===== src/rtl/pvt_pkg.sv =====
// types and constants shared by the peer vote tally threshold unit
// no dependencies
`default_nettype none

package pvt_pkg;

   localparam int SLOT_W     = 6;   // width of the peer slot field
   localparam int TIME_W     = 10;  // elapsed time in percent
   localparam int PCT_W      = 7;   // yes-weight threshold in percent
   localparam int COUNT_W    = 7;   // yes and no counts
   localparam int CSR_IDX_W  = 4;   // register index, room for unused codes
   localparam int CSR_DATA_W = 10;  // widest register
   localparam int PCT_SCALE  = 100;

   typedef enum logic [1:0] {
      REQ_SET    = 2'd0,
      REQ_REMOVE = 2'd1,
      REQ_UPDATE = 2'd2,
      REQ_NONE   = 2'd3
   } req_kind_type;

   typedef enum logic [CSR_IDX_W-1:0] {
      CSR_MID_TIME   = 4'd0,
      CSR_LATE_TIME  = 4'd1,
      CSR_STUCK_TIME = 4'd2,
      CSR_INIT_PCT   = 4'd3,
      CSR_MID_PCT    = 4'd4,
      CSR_LATE_PCT   = 4'd5,
      CSR_STUCK_PCT  = 4'd6,
      CSR_OWN_VOTE   = 4'd7
   } csr_index_type;

   typedef enum logic [1:0] {
      ST_CLEAR = 2'd0,
      ST_IDLE  = 2'd1,
      ST_EXEC  = 2'd2
   } state_type;

endpackage

`default_nettype wire


===== src/rtl/peer_vote_tally_threshold_unit.sv =====
// peer vote tally threshold unit: vote table, running counts, own vote update
// depends on pvt_pkg
`default_nettype none

// Tallies one yes/no vote per peer slot for a single disputed item and keeps
// our own vote. Each request beat is one of: set a peer vote, remove a peer
// vote, update our own vote (banded weighted threshold when proposing, plain
// majority otherwise), or an unused code that just reports the state. Every
// request beat yields exactly one response beat carrying vote_changed, our
// vote and the yes and no counts after the request. In the accept cycle the
// vote table (a single-port synchronous memory holding a present bit and a
// value bit per slot) is read; in the execute state, once the response
// register is free, the entry and the counts are updated and the response
// register is loaded. One request is in flight at a time, so the table write
// always lands before the next read; a new request beat can be taken while
// the previous response still waits in its register, and the execute cycle
// stalls only if that register is still full. Slots at or above PEER_SLOTS
// are ignored. After reset a clearing pass marks every table entry absent,
// one entry per cycle; req_ready stays low until it is done. Configuration
// beats are always accepted and must only arrive while no request is in
// flight; writing the own vote register loads our current vote directly.
module peer_vote_tally_threshold_unit
   import pvt_pkg::*;
#(
   parameter int PEER_SLOTS = 64
) (
   input  wire                    clock,
   input  wire                    reset,

   input  wire                    req_valid,
   output logic                   req_ready,
   input  wire  [1:0]             req_type,
   input  wire  [SLOT_W-1:0]      req_peer_slot,
   input  wire                    req_vote_yes,
   input  wire  [TIME_W-1:0]      req_percent_time,
   input  wire                    req_proposing,

   output logic                   rsp_valid,
   input  wire                    rsp_ready,
   output logic                   rsp_vote_changed,
   output logic                   rsp_own_vote,
   output logic [COUNT_W-1:0]     rsp_yes_count,
   output logic [COUNT_W-1:0]     rsp_no_count,

   input  wire                    csr_valid,
   output logic                   csr_ready,
   input  wire  [CSR_IDX_W-1:0]   csr_index,
   input  wire  [CSR_DATA_W-1:0]  csr_data
);

   localparam int IDX_W = (PEER_SLOTS > 1) ? $clog2(PEER_SLOTS) : 1;
   localparam int EXT_W = (IDX_W > SLOT_W) ? IDX_W : SLOT_W;

   // ------------------------------------------------------------------
   // configuration registers
   // ------------------------------------------------------------------
   logic [TIME_W-1:0] mid_time_ff, late_time_ff, stuck_time_ff;
   logic [PCT_W-1:0]  init_pct_ff, mid_pct_ff, late_pct_ff, stuck_pct_ff;
   logic              csr_write;

   assign csr_ready = 1'b1;
   assign csr_write = csr_valid & csr_ready;

   always_ff @(posedge clock) begin
      if (reset) begin
         mid_time_ff   <= TIME_W'(50);
         late_time_ff  <= TIME_W'(85);
         stuck_time_ff <= TIME_W'(200);
         init_pct_ff   <= PCT_W'(50);
         mid_pct_ff    <= PCT_W'(65);
         late_pct_ff   <= PCT_W'(70);
         stuck_pct_ff  <= PCT_W'(95);
      end else if (csr_write) begin
         unique case (csr_index_type'(csr_index))
            CSR_MID_TIME:   mid_time_ff   <= csr_data;
            CSR_LATE_TIME:  late_time_ff  <= csr_data;
            CSR_STUCK_TIME: stuck_time_ff <= csr_data;
            CSR_INIT_PCT:   init_pct_ff   <= csr_data[PCT_W-1:0];
            CSR_MID_PCT:    mid_pct_ff    <= csr_data[PCT_W-1:0];
            CSR_LATE_PCT:   late_pct_ff   <= csr_data[PCT_W-1:0];
            CSR_STUCK_PCT:  stuck_pct_ff  <= csr_data[PCT_W-1:0];
            CSR_OWN_VOTE:   ;  // loads our vote directly, see below
            default:        ;  // unused register index
         endcase
      end
   end

   // ------------------------------------------------------------------
   // control
   // ------------------------------------------------------------------
   state_type        state_ff, state_in;
   logic             req_accept;
   logic             commit;           // execute cycle finishes this cycle
   logic             clearing;         // clearing pass writes one entry
   logic             rsp_valid_ff, rsp_valid_in;
   logic [IDX_W-1:0] clr_idx_ff;
   logic             clr_last;

   assign req_accept = req_valid & req_ready;
   assign clr_last   = 32'(clr_idx_ff) == 32'(PEER_SLOTS - 1);

   always_comb begin
      state_in = state_ff;
      unique case (state_ff)
         ST_CLEAR: if (clr_last)   state_in = ST_IDLE;
         ST_IDLE:  if (req_accept) state_in = ST_EXEC;
         ST_EXEC:  if (commit)     state_in = ST_IDLE;
         default:                  state_in = ST_CLEAR;
      endcase
   end

   always_comb begin
      req_ready = 1'b0;
      commit    = 1'b0;
      clearing  = 1'b0;
      unique case (state_ff)
         ST_CLEAR: clearing  = 1'b1;
         ST_IDLE:  req_ready = 1'b1;
         ST_EXEC:  commit    = ~rsp_valid_ff | rsp_ready;  // response register free
         default: ;
      endcase
   end

   always_comb begin
      rsp_valid_in = rsp_valid_ff;
      if (commit)
         rsp_valid_in = 1'b1;
      else if (rsp_ready)
         rsp_valid_in = 1'b0;
   end

   always_ff @(posedge clock) begin
      if (reset) begin
         state_ff     <= ST_CLEAR;
         rsp_valid_ff <= 1'b0;
         clr_idx_ff   <= '0;
      end else begin
         state_ff     <= state_in;
         rsp_valid_ff <= rsp_valid_in;
         if (clearing)
            clr_idx_ff <= clr_idx_ff + IDX_W'(1);
      end
   end

   // ------------------------------------------------------------------
   // request capture and table read
   // ------------------------------------------------------------------
   req_kind_type      kind_ff;
   logic [SLOT_W-1:0] slot_ff;
   logic              vote_yes_ff;
   logic [TIME_W-1:0] pct_time_ff;
   logic              proposing_ff;

   logic [EXT_W-1:0]  req_slot_ext, slot_ext;
   logic [IDX_W-1:0]  req_idx, slot_idx;
   logic              slot_in_range;

   assign req_slot_ext  = EXT_W'(req_peer_slot);
   assign req_idx       = req_slot_ext[IDX_W-1:0];
   assign slot_ext      = EXT_W'(slot_ff);
   assign slot_idx      = slot_ext[IDX_W-1:0];
   assign slot_in_range = 32'(slot_ff) < 32'(PEER_SLOTS);

   always_ff @(posedge clock) begin
      if (req_accept) begin
         kind_ff      <= req_kind_type'(req_type);
         slot_ff      <= req_peer_slot;
         vote_yes_ff  <= req_vote_yes;
         pct_time_ff  <= req_percent_time;
         proposing_ff <= req_proposing;
      end
   end

   // vote table, present bit over value bit per slot, read in the accept cycle
   logic [1:0]       tbl_mem [PEER_SLOTS];
   logic [1:0]       tbl_rd_ff;
   logic             tbl_we;
   logic [IDX_W-1:0] tbl_addr;
   logic [1:0]       tbl_wdata;
   logic             mem_we;
   logic [1:0]       mem_wdata;
   logic             pres_rd, val_rd;

   assign tbl_we    = clearing | mem_we;
   assign tbl_addr  = clearing ? clr_idx_ff : slot_idx;
   assign tbl_wdata = clearing ? 2'b00 : mem_wdata;
   assign pres_rd   = tbl_rd_ff[1];
   assign val_rd    = tbl_rd_ff[0];

   always_ff @(posedge clock) begin
      if (tbl_we)
         tbl_mem[tbl_addr] <= tbl_wdata;
      if (req_accept)
         tbl_rd_ff <= tbl_mem[req_idx];
   end

   // ------------------------------------------------------------------
   // counts and own vote
   // ------------------------------------------------------------------
   logic [COUNT_W-1:0] yes_ff, yes_in, no_ff, no_in;
   logic               own_ff, own_in;
   logic               changed;

   // threshold for the band that the elapsed time falls in
   logic [PCT_W-1:0]   need;
   always_comb begin
      priority if (pct_time_ff < mid_time_ff)   need = init_pct_ff;
      else if     (pct_time_ff < late_time_ff)  need = mid_pct_ff;
      else if     (pct_time_ff < stuck_time_ff) need = late_pct_ff;
      else                                      need = stuck_pct_ff;
   end

   // floor(100*(yes+own) / (yes+no+1)) > need  <=>  100*(yes+own) >= (need+1)*(yes+no+1)
   logic [7:0]  need_p1;
   logic [7:0]  den;
   logic [7:0]  yes_own;
   logic [15:0] prod;
   logic [15:0] num;
   logic        weight_above;

   assign need_p1      = 8'(need) + 8'd1;
   assign den          = 8'(yes_ff) + 8'(no_ff) + 8'd1;
   assign yes_own      = 8'(yes_ff) + 8'(own_ff);
   assign prod         = 16'(need_p1) * 16'(den);
   assign num          = 16'(yes_own) * 16'(PCT_SCALE);
   assign weight_above = num >= prod;

   logic next_vote;
   always_comb begin
      if (proposing_ff)
         next_vote = weight_above;
      else
         next_vote = yes_ff > no_ff;
   end

   always_comb begin
      yes_in    = yes_ff;
      no_in     = no_ff;
      own_in    = own_ff;
      changed   = 1'b0;
      mem_we    = 1'b0;
      mem_wdata = {1'b1, vote_yes_ff};
      if (commit) begin
         unique case (kind_ff)
            REQ_SET: begin
               if (slot_in_range) begin
                  if (!pres_rd) begin
                     // new vote
                     mem_we = 1'b1;
                     if (vote_yes_ff) yes_in = yes_ff + COUNT_W'(1);
                     else             no_in  = no_ff + COUNT_W'(1);
                  end else if (vote_yes_ff != val_rd) begin
                     // vote flips, counts move across
                     mem_we = 1'b1;
                     if (vote_yes_ff) begin
                        yes_in = yes_ff + COUNT_W'(1);
                        no_in  = no_ff - COUNT_W'(1);
                     end else begin
                        yes_in = yes_ff - COUNT_W'(1);
                        no_in  = no_ff + COUNT_W'(1);
                     end
                  end
               end
            end
            REQ_REMOVE: begin
               if (slot_in_range && pres_rd) begin
                  mem_we    = 1'b1;
                  mem_wdata = 2'b00;
                  if (val_rd) yes_in = yes_ff - COUNT_W'(1);
                  else        no_in  = no_ff - COUNT_W'(1);
               end
            end
            REQ_UPDATE: begin
               // no opposition keeps the vote as it is
               if (!((own_ff && no_ff == '0) || (!own_ff && yes_ff == '0))) begin
                  if (next_vote != own_ff) begin
                     own_in  = next_vote;
                     changed = 1'b1;
                  end
               end
            end
            REQ_NONE: ;
            default: ;
         endcase
      end
      if (csr_write && csr_index_type'(csr_index) == CSR_OWN_VOTE)
         own_in = csr_data[0];
   end

   always_ff @(posedge clock) begin
      if (reset) begin
         yes_ff <= '0;
         no_ff  <= '0;
         own_ff <= 1'b0;
      end else begin
         yes_ff <= yes_in;
         no_ff  <= no_in;
         own_ff <= own_in;
      end
   end

   // ------------------------------------------------------------------
   // response register
   // ------------------------------------------------------------------
   logic               rsp_changed_ff;
   logic               rsp_own_ff;
   logic [COUNT_W-1:0] rsp_yes_ff, rsp_no_ff;

   always_ff @(posedge clock) begin
      if (commit) begin
         rsp_changed_ff <= changed;
         rsp_own_ff     <= own_in;
         rsp_yes_ff     <= yes_in;
         rsp_no_ff      <= no_in;
      end
   end

   assign rsp_valid        = rsp_valid_ff;
   assign rsp_vote_changed = rsp_changed_ff;
   assign rsp_own_vote     = rsp_own_ff;
   assign rsp_yes_count    = rsp_yes_ff;
   assign rsp_no_count     = rsp_no_ff;

endmodule

`default_nettype wire

===== config.mk =====
export PLATFORM = sky130hd
export DESIGN_NAME = peer_vote_tally_threshold_unit
export DESIGN_NICKNAME = d
export VERILOG_FILES = /design/src/rtl/pvt_pkg.sv /design/src/rtl/peer_vote_tally_threshold_unit.sv
export SDC_FILE = /design/constraint.sdc
export NUM_CORES = 1
export LEC_CHECK = 0
export ABC_AREA = 1
export BUFFER_PORTS_ARGS = -buffer_cell sky130_fd_sc_hd__buf_4
export CORE_UTILIZATION = 57
export DETAILED_ROUTE_END_ITERATION = 8
export PLACE_DENSITY = 0.72
export SYNTH_ARGS = -nofsm -noshare
export SYNTH_HDL_FRONTEND = slang
export SYNTH_SLANG_ARGS = --single-unit
export TNS_END_PERCENT = 10

===== constraint.sdc =====
create_clock -name clock -period 7.8 [get_ports clock]
set_input_delay 1.56 -clock clock [delete_from_list [all_inputs] [get_ports clock]]
set_output_delay 1.56 -clock clock [all_outputs]
set_load 0.03 [all_outputs]

# Yosys cells after proc, flatten, opt, wreduce, memory -nomap -nowiden
# Memories as Yosys holds them, arrays and structs flattened. A register that Yosys moved wholly into a read port is not among the register bits.
# Cells that the tools add are included.
dict set report classes {
  addsub 9
  n_mul 2
  order_cmp 5
  eq_ne 17
  n_mux 47
  bitwise_logic 5
  reduce_logical 20
}
# operator count
set op_table {}
lappend op_table {{7-bit 2-to-1 mux} 17}
lappend op_table {{10-bit < comparator} 3}
lappend op_table {{7-bit case mux with 2 select lines} 2}
lappend op_table {{1-bit 2-to-1 mux} 18}
lappend op_table {{4-bit by 3-bit == test with 1-bit output, second input constant} 4}
lappend op_table {{15-bit by 16-bit greater-or-equal comparator with 1-bit output} 1}
lappend op_table {{8-bit by 8-bit multiplier with 16-bit output} 1}
lappend op_table {{7-bit by 1-bit adder with 7-bit output, second input constant} 2}
lappend op_table {{7-bit logical NOT} 2}
lappend op_table {{2-bit 2-to-1 mux} 7}
lappend op_table {{2-bit AND reduction} 7}
lappend op_table {{7-bit by 1-bit subtractor with 7-bit output, second input constant} 2}
lappend op_table {{8-bit by 5-bit multiplier with 13-bit output, second input constant} 1}
lappend op_table {{7-bit by 1-bit adder with 8-bit output} 1}
lappend op_table {{7-bit by 1-bit adder with 8-bit output, second input constant} 1}
lappend op_table {{7-bit by 7-bit adder with 8-bit output} 1}
lappend op_table {{8-bit by 1-bit adder with 8-bit output, second input constant} 1}
lappend op_table {{4-bit by 2-bit == test with 1-bit output, second input constant} 2}
lappend op_table {{7-bit > comparator} 1}
lappend op_table {{6-bit by 1-bit adder with 6-bit output, second input constant} 1}
lappend op_table {{6-bit == test, second input constant} 1}
lappend op_table {{6-bit 2-to-1 mux} 1}
lappend op_table {{2-bit != test, second input constant} 3}
lappend op_table {{2-bit case mux with 3 select lines} 1}
lappend op_table {{16 further kinds} 24}
dict set report totals {
  register_bits 118
  ram_bits 128
  inputBits 39
  n_memories 1
}
# memory words word_bits read_ports rd_clocked_by_memory_dff wr line_no
set memory_table {}
lappend memory_table {tbl_mem 64 2 1 1 1 peer_vote_tally_threshold_unit.sv:175} ;# logic [1:0] tbl_mem [PEER_SLOTS];

# Depth between registers and ports, before layout
dict set report logic_depth {
  depth_word 14
  mapped_depth 51
  depth_no_buf 51
}

# Worst setup path after synthesis
# OpenSTA, ideal clock, no wires.
dict set report synth_timing {
  path_kind {register -> register}
  start {register pct_time_ff[9]}
  end {register rsp_own_ff, in the netlist rsp_own_vote, data pin}
  setup_time_ns 0.253
  arrival_time_ns 6.820
  required_ns 7.547
  slack_ns 0.727
  stages_incl_launch_ff 44
  period_less_slack_ns 7.073
  cell_sequence {edfxtp_1 -> ha_1 -> nand2_1 -> nor2_1 -> nand3_1 -> nand3_2 -> buf_2 -> nand3_1 -> o211ai_1 -> nand2_1 -> ha_1 -> nand3_4 -> xor2_1 -> inv_2 -> or2_1 -> fa_1 -> fa_1 -> inv_1 -> (+8 left out) -> a21oi_1 -> nor2_1 -> o21ai_1 -> nand2_1 -> nand2_1 -> nand2_1 -> a21oi_1 -> xor2_1 -> ha_1 -> o21a_1 -> o21ai_0 -> nand2_1 -> nand2_1 -> nand2_1 -> nand2_1 -> nand2_1 -> nand2_1 -> nand2_1}
}
dict set report synth_via {
  elab_chain_len 14
  word_cells_on_any_way 16
  classes_between {add/sub (1); mul (1); order compare (4); eq/ne (1); mux (9)}
}
# item line_no
set synth_lines {}
lappend synth_lines {{from (decl)} peer_vote_tally_threshold_unit.sv:151} ;# logic [TIME_W-1:0] pct_time_ff;
lappend synth_lines {{from (signal assigned)} peer_vote_tally_threshold_unit.sv:169} ;# pct_time_ff <= req_percent_time;
lappend synth_lines {{10-bit < comparator} peer_vote_tally_threshold_unit.sv:209} ;# else if (pct_time_ff < stuck_time_ff) need = late_pct_ff;
lappend synth_lines {{7-bit 2-to-1 mux} peer_vote_tally_threshold_unit.sv:209}
lappend synth_lines {{7-bit 2-to-1 mux} peer_vote_tally_threshold_unit.sv:208} ;# else if (pct_time_ff < late_time_ff) need = mid_pct_ff;
lappend synth_lines {{7-bit 2-to-1 mux *} peer_vote_tally_threshold_unit.sv:207} ;# priority if (pct_time_ff < mid_time_ff) need = init_pct_ff;
lappend synth_lines {{7-bit by 1-bit adder with 8-bit output *} peer_vote_tally_threshold_unit.sv:221} ;# assign need_p1 = 8'(need) + 8'd1;
lappend synth_lines {{8-bit by 8-bit multiplier with 16-bit output *} peer_vote_tally_threshold_unit.sv:224} ;# assign prod = 16'(need_p1) * 16'(den);
lappend synth_lines {{15-bit by 16-bit greater-or-equal comparator with 1-bit output *} peer_vote_tally_threshold_unit.sv:226} ;# assign weight_above = num >= prod;
lappend synth_lines {{1-bit 2-to-1 mux *} peer_vote_tally_threshold_unit.sv:230} ;# if (proposing_ff)
lappend synth_lines {{1-bit != test} peer_vote_tally_threshold_unit.sv:276} ;# if (next_vote != own_ff) begin
lappend synth_lines {{1-bit 2-to-1 mux *} peer_vote_tally_threshold_unit.sv:276}
lappend synth_lines {{1-bit 2-to-1 mux *} peer_vote_tally_threshold_unit.sv:275} ;# if (!((own_ff && no_ff == '0) || (!own_ff && yes_ff == '0))) begin
lappend synth_lines {{1-bit 2-to-1 mux *} peer_vote_tally_threshold_unit.sv:244} ;# unique case (kind_ff)
lappend synth_lines {{1-bit 2-to-1 mux *} peer_vote_tally_threshold_unit.sv:243} ;# if (commit) begin
lappend synth_lines {{1-bit 2-to-1 mux *} peer_vote_tally_threshold_unit.sv:286} ;# if (csr_write && csr_index_type'(csr_index) == CSR_OWN_VOTE)
lappend synth_lines {{named net own_in} peer_vote_tally_threshold_unit.sv:201} ;# logic own_ff, own_in;
lappend synth_lines {{to (signal assigned)} peer_vote_tally_threshold_unit.sv:312} ;# rsp_own_ff <= own_in;
lappend synth_lines {{to (decl)} peer_vote_tally_threshold_unit.sv:306} ;# logic rsp_own_ff;
# Mark *: on every way through the listed nets, which the timed path passes. The rest lies on a longest branch.
# A chain may end at the register's enable or synchronous reset.

# Worst setup path after layout
# Same ends and word-level chain as after synthesis.

==> reports/qor.txt <==
crit share post-route - 94.88%
CORE AREA - 26210 um2
ranking of synthesized cells by area - edfxtp_1 (33%), ha_1 (11%), dfxtp_1 (11%)
Critical Path RT - 8100 ps
Port Buffer Count - 56
Final Net Count - 2049
pre-CTS worst setup slack - 95.02 ps
cts-stage hold buffer count - 0
Max-slew headroom - 21.29%
Layout Utilization - 66.04%
GRT Total Usage - 26.86%
clk_skew - 12.47 ps
CTS H-Tree Depth - 1
area of the multi-input gates - 7680 um2
register-to-register setup slack - 400 ps
Critical-path top delay cell - fa_1
drt drc - 3
Worst setup EP type - register
Yosys reg bits - 248
Worst Hold Launch - init_pct_ff[1]$_SDFFE_PP1P_
FF-to-FF End - rsp_own_vote$_DFFE_PP_
largest net degree at the start of global routing - 67
VDD IR max - 0.0002113 V
Yosys cell types - 56
Detailed Routing Iterations Pass 1 - 9
total die area - 27550 um2
Top cell by count, worst path - nand2_1
post-route setup TNS - 0 ps
Pwr per Cell Area - 165.2 nW/um2
Mapped Cells - 1775
clock-pin slew on the worst setup and hold paths - 60 ps
most frequent cells after synthesis - inv_1 (272), nand2_1 (267), nor2_1 (240)
Post-synth EDFFs - 166
Tot Pwr - 2.859 mW
Period minus WS final - 7401 ps
Clock Latency Late Sink - 550 ps
sequential share of the synthesized area - 43.23%
Worst R2R Path Depth - 45
Wirelength per Cell - 17.03 um
gr ovfl total - 0
status - complete, but fails checks
GP Congestion - 0.9392
Worst Hold End - init_pct_ff[1]$_SDFFE_PP1P_
Synth top area share - 32.52%
Final Hold Vio Count - 0
worst r2r src - pct_time_ff[9]$_DFFE_PP_
Max Slew Vio Count - 0
failing checks - DRC
vias in the first global route - 12036
Num Clock Sinks - 248
crit path kind - register to register
Data arrival, critical path - 7700 ps
synthesized cell area - 15330 um2
first-pass GRT wire length - 59.57 mm
ant diodes - 0
async set-or-reset flop fraction in the synthesized netlist - 0%
DR iter-0 viols - 953
worst min-delay path category - register to register
drt total wl - 37.33 mm
count of final setup violators - 0
CTS Buf Count - 27
yosys warns - 0
Initial Utilization - 58.50%
Worst Path Max Fanout - 6
max cap viols - 0
die height - 166.0 um
P_leak - 7.916 nW
layout cells sized above 1 - 10.23%
dpl hpwl - 26.76 mm
Filler Cells Inserted - 2182
Rows - 59
CTS tree - yes
Register Area - 6626 um2
startpoint types - register
vias - 12296
Final WS setup - 399.5 ps
Main synth FF type - edfxtp_1
initial antenna violation count - 0
ANT nets after route - 0
most common cell in the netlist - inv_1
root cell of the clock tree - clkbuf_16
syn_nets - 1986
top cell type by total area after synthesis - edfxtp_1
fmax - 0.1351 GHz
WHS Path Cells - 2
worst-margin pin slew - 1181 ps
vias per cell - 5.609
delay of the slowest critical-path stage - 540 ps
maximum buffer depth of the clock tree - 3
Ports - 58
area grow syn2layout - 12.90%
DIE WIDTH - 166.0 um
average size of a mapped cell - 8.636 um2
==> cell usage in the layout, fill, tap and decap left out, types with 15 or more instances in the layout <==
| cell | instances |
|---|---|
| o21ai_1 | 16 |
| buf_4 | 77 |
| inv_1 | 271 |
| a21oi_1 | 100 |
| edfxtp_1 | 166 |
| o22ai_1 | 37 |
| nor3_1 | 15 |
| clkbuf_16 | 30 |
| nand3_1 | 41 |
| dfxtp_1 | 82 |
| o211ai_1 | 17 |
| nand2_1 | 264 |
| fa_1 | 40 |
| o21ai_0 | 150 |
| xor2_1 | 27 |
| ha_1 | 126 |
| nor2_1 | 236 |
==> logic make-up after synthesis <==
group                    share of synthesized area, %
AO/OA/AOI/OAI                                   13.67
XOR/XNOR                                        2.277
adder cells (fa/ha/maj)                         16.00
buffers and inverters                           8.227
flip-flops                                      43.23
other                                         0.02446
AND/OR/NAND/NOR                                 16.58
==> timing repair <==
action	in CTS	in global routing
setup endpoints to repair	0	3
resized for setup	0	39
buffers inserted	0	6
==> metal layers <==
layer	vias up	GRT usage, %	share of wire, %
met5	-	0	0
met4	0	9.874	3.7
met3	91	2.812	5.1
met2	369	47.97	49
met1	5805	33.65	42
li1	6031	-	-
==> worst max-delay path: cells and delay by family, from the launching register on <==
kind            cells  cell delay (ps)
xor+xnor            1              170
flops               1              500
simple gates       21             1930
buf+inv             5              290
compound gates     11             1490
fa+ha+maj           7             2780
==> through the flow <==
step / hold slack [ps] / cells / cell area, um2
2_1_floorplan: 429.2 / 1775 / 15330
3_3_place_gp: 439.2 / 2136 / 16120
3_5_place_dp: 444.5 / 2136 / 16120
4_1_cts: 460.0 / 2184 / 17020
5_1_grt: 480.4 / 2192 / 17310
6_report: 459.8 / 2192 / 17310
==> report_power, final <==
part | total [mW] | internal [mW] | switching [mW]
clock network | 1.28 | 0.751 | 0.530
registers | 1.40 | 1.40 | 0.00438
logic | 0.174 | 0.0578 | 0.117
total | 2.86 | 2.21 | 0.651
==> worst max path at each step <==
stage | depth (start not counted) | end | from | slack [ps]
floorplan | 43 | rsp_own_vote$_DFFE_PP_ | pct_time_ff[9]$_DFFE_PP_ | 730
global placement | 45 | rsp_own_vote$_DFFE_PP_ | pct_time_ff[5]$_DFFE_PP_ | 300
detailed placement | 42 | rsp_own_vote$_DFFE_PP_ | pct_time_ff[9]$_DFFE_PP_ | 100
CTS | 42 | rsp_own_vote$_DFFE_PP_ | pct_time_ff[9]$_DFFE_PP_ | 50
global route | 44 | rsp_own_vote$_DFFE_PP_ | pct_time_ff[9]$_DFFE_PP_ | -50
finish | 45 | rsp_own_vote$_DFFE_PP_ | pct_time_ff[9]$_DFFE_PP_ | 400
==> flip-flops by register name, summed over array words and instances (netlist names), 6 cells and up <==
name / flops
tbl_mem: 128
late_time_ff: 10
mid_time_ff: 10
pct_time_ff: 10
stuck_time_ff: 10
init_pct_ff: 7
late_pct_ff: 7
mid_pct_ff: 7
no_ff: 7
rsp_no_count: 7
rsp_yes_count: 7
stuck_pct_ff: 7
yes_ff: 7
clr_idx_ff: 6
slot_ext: 6
==> cell type report <==
| class | instances | area share (%) |
|---|---|---|
| clock buffer | 35 | 4.562 |
| clock inverter | 13 | 0.6507 |
| inverter | 285 | 6.181 |
| multi-input combinational | 1197 | 44.38 |
| sequential | 248 | 38.29 |
| tap | 335 | 2.422 |
| timing repair buffer | 79 | 3.521 |
Note: power is estimated with default switching activity, not from simulation.
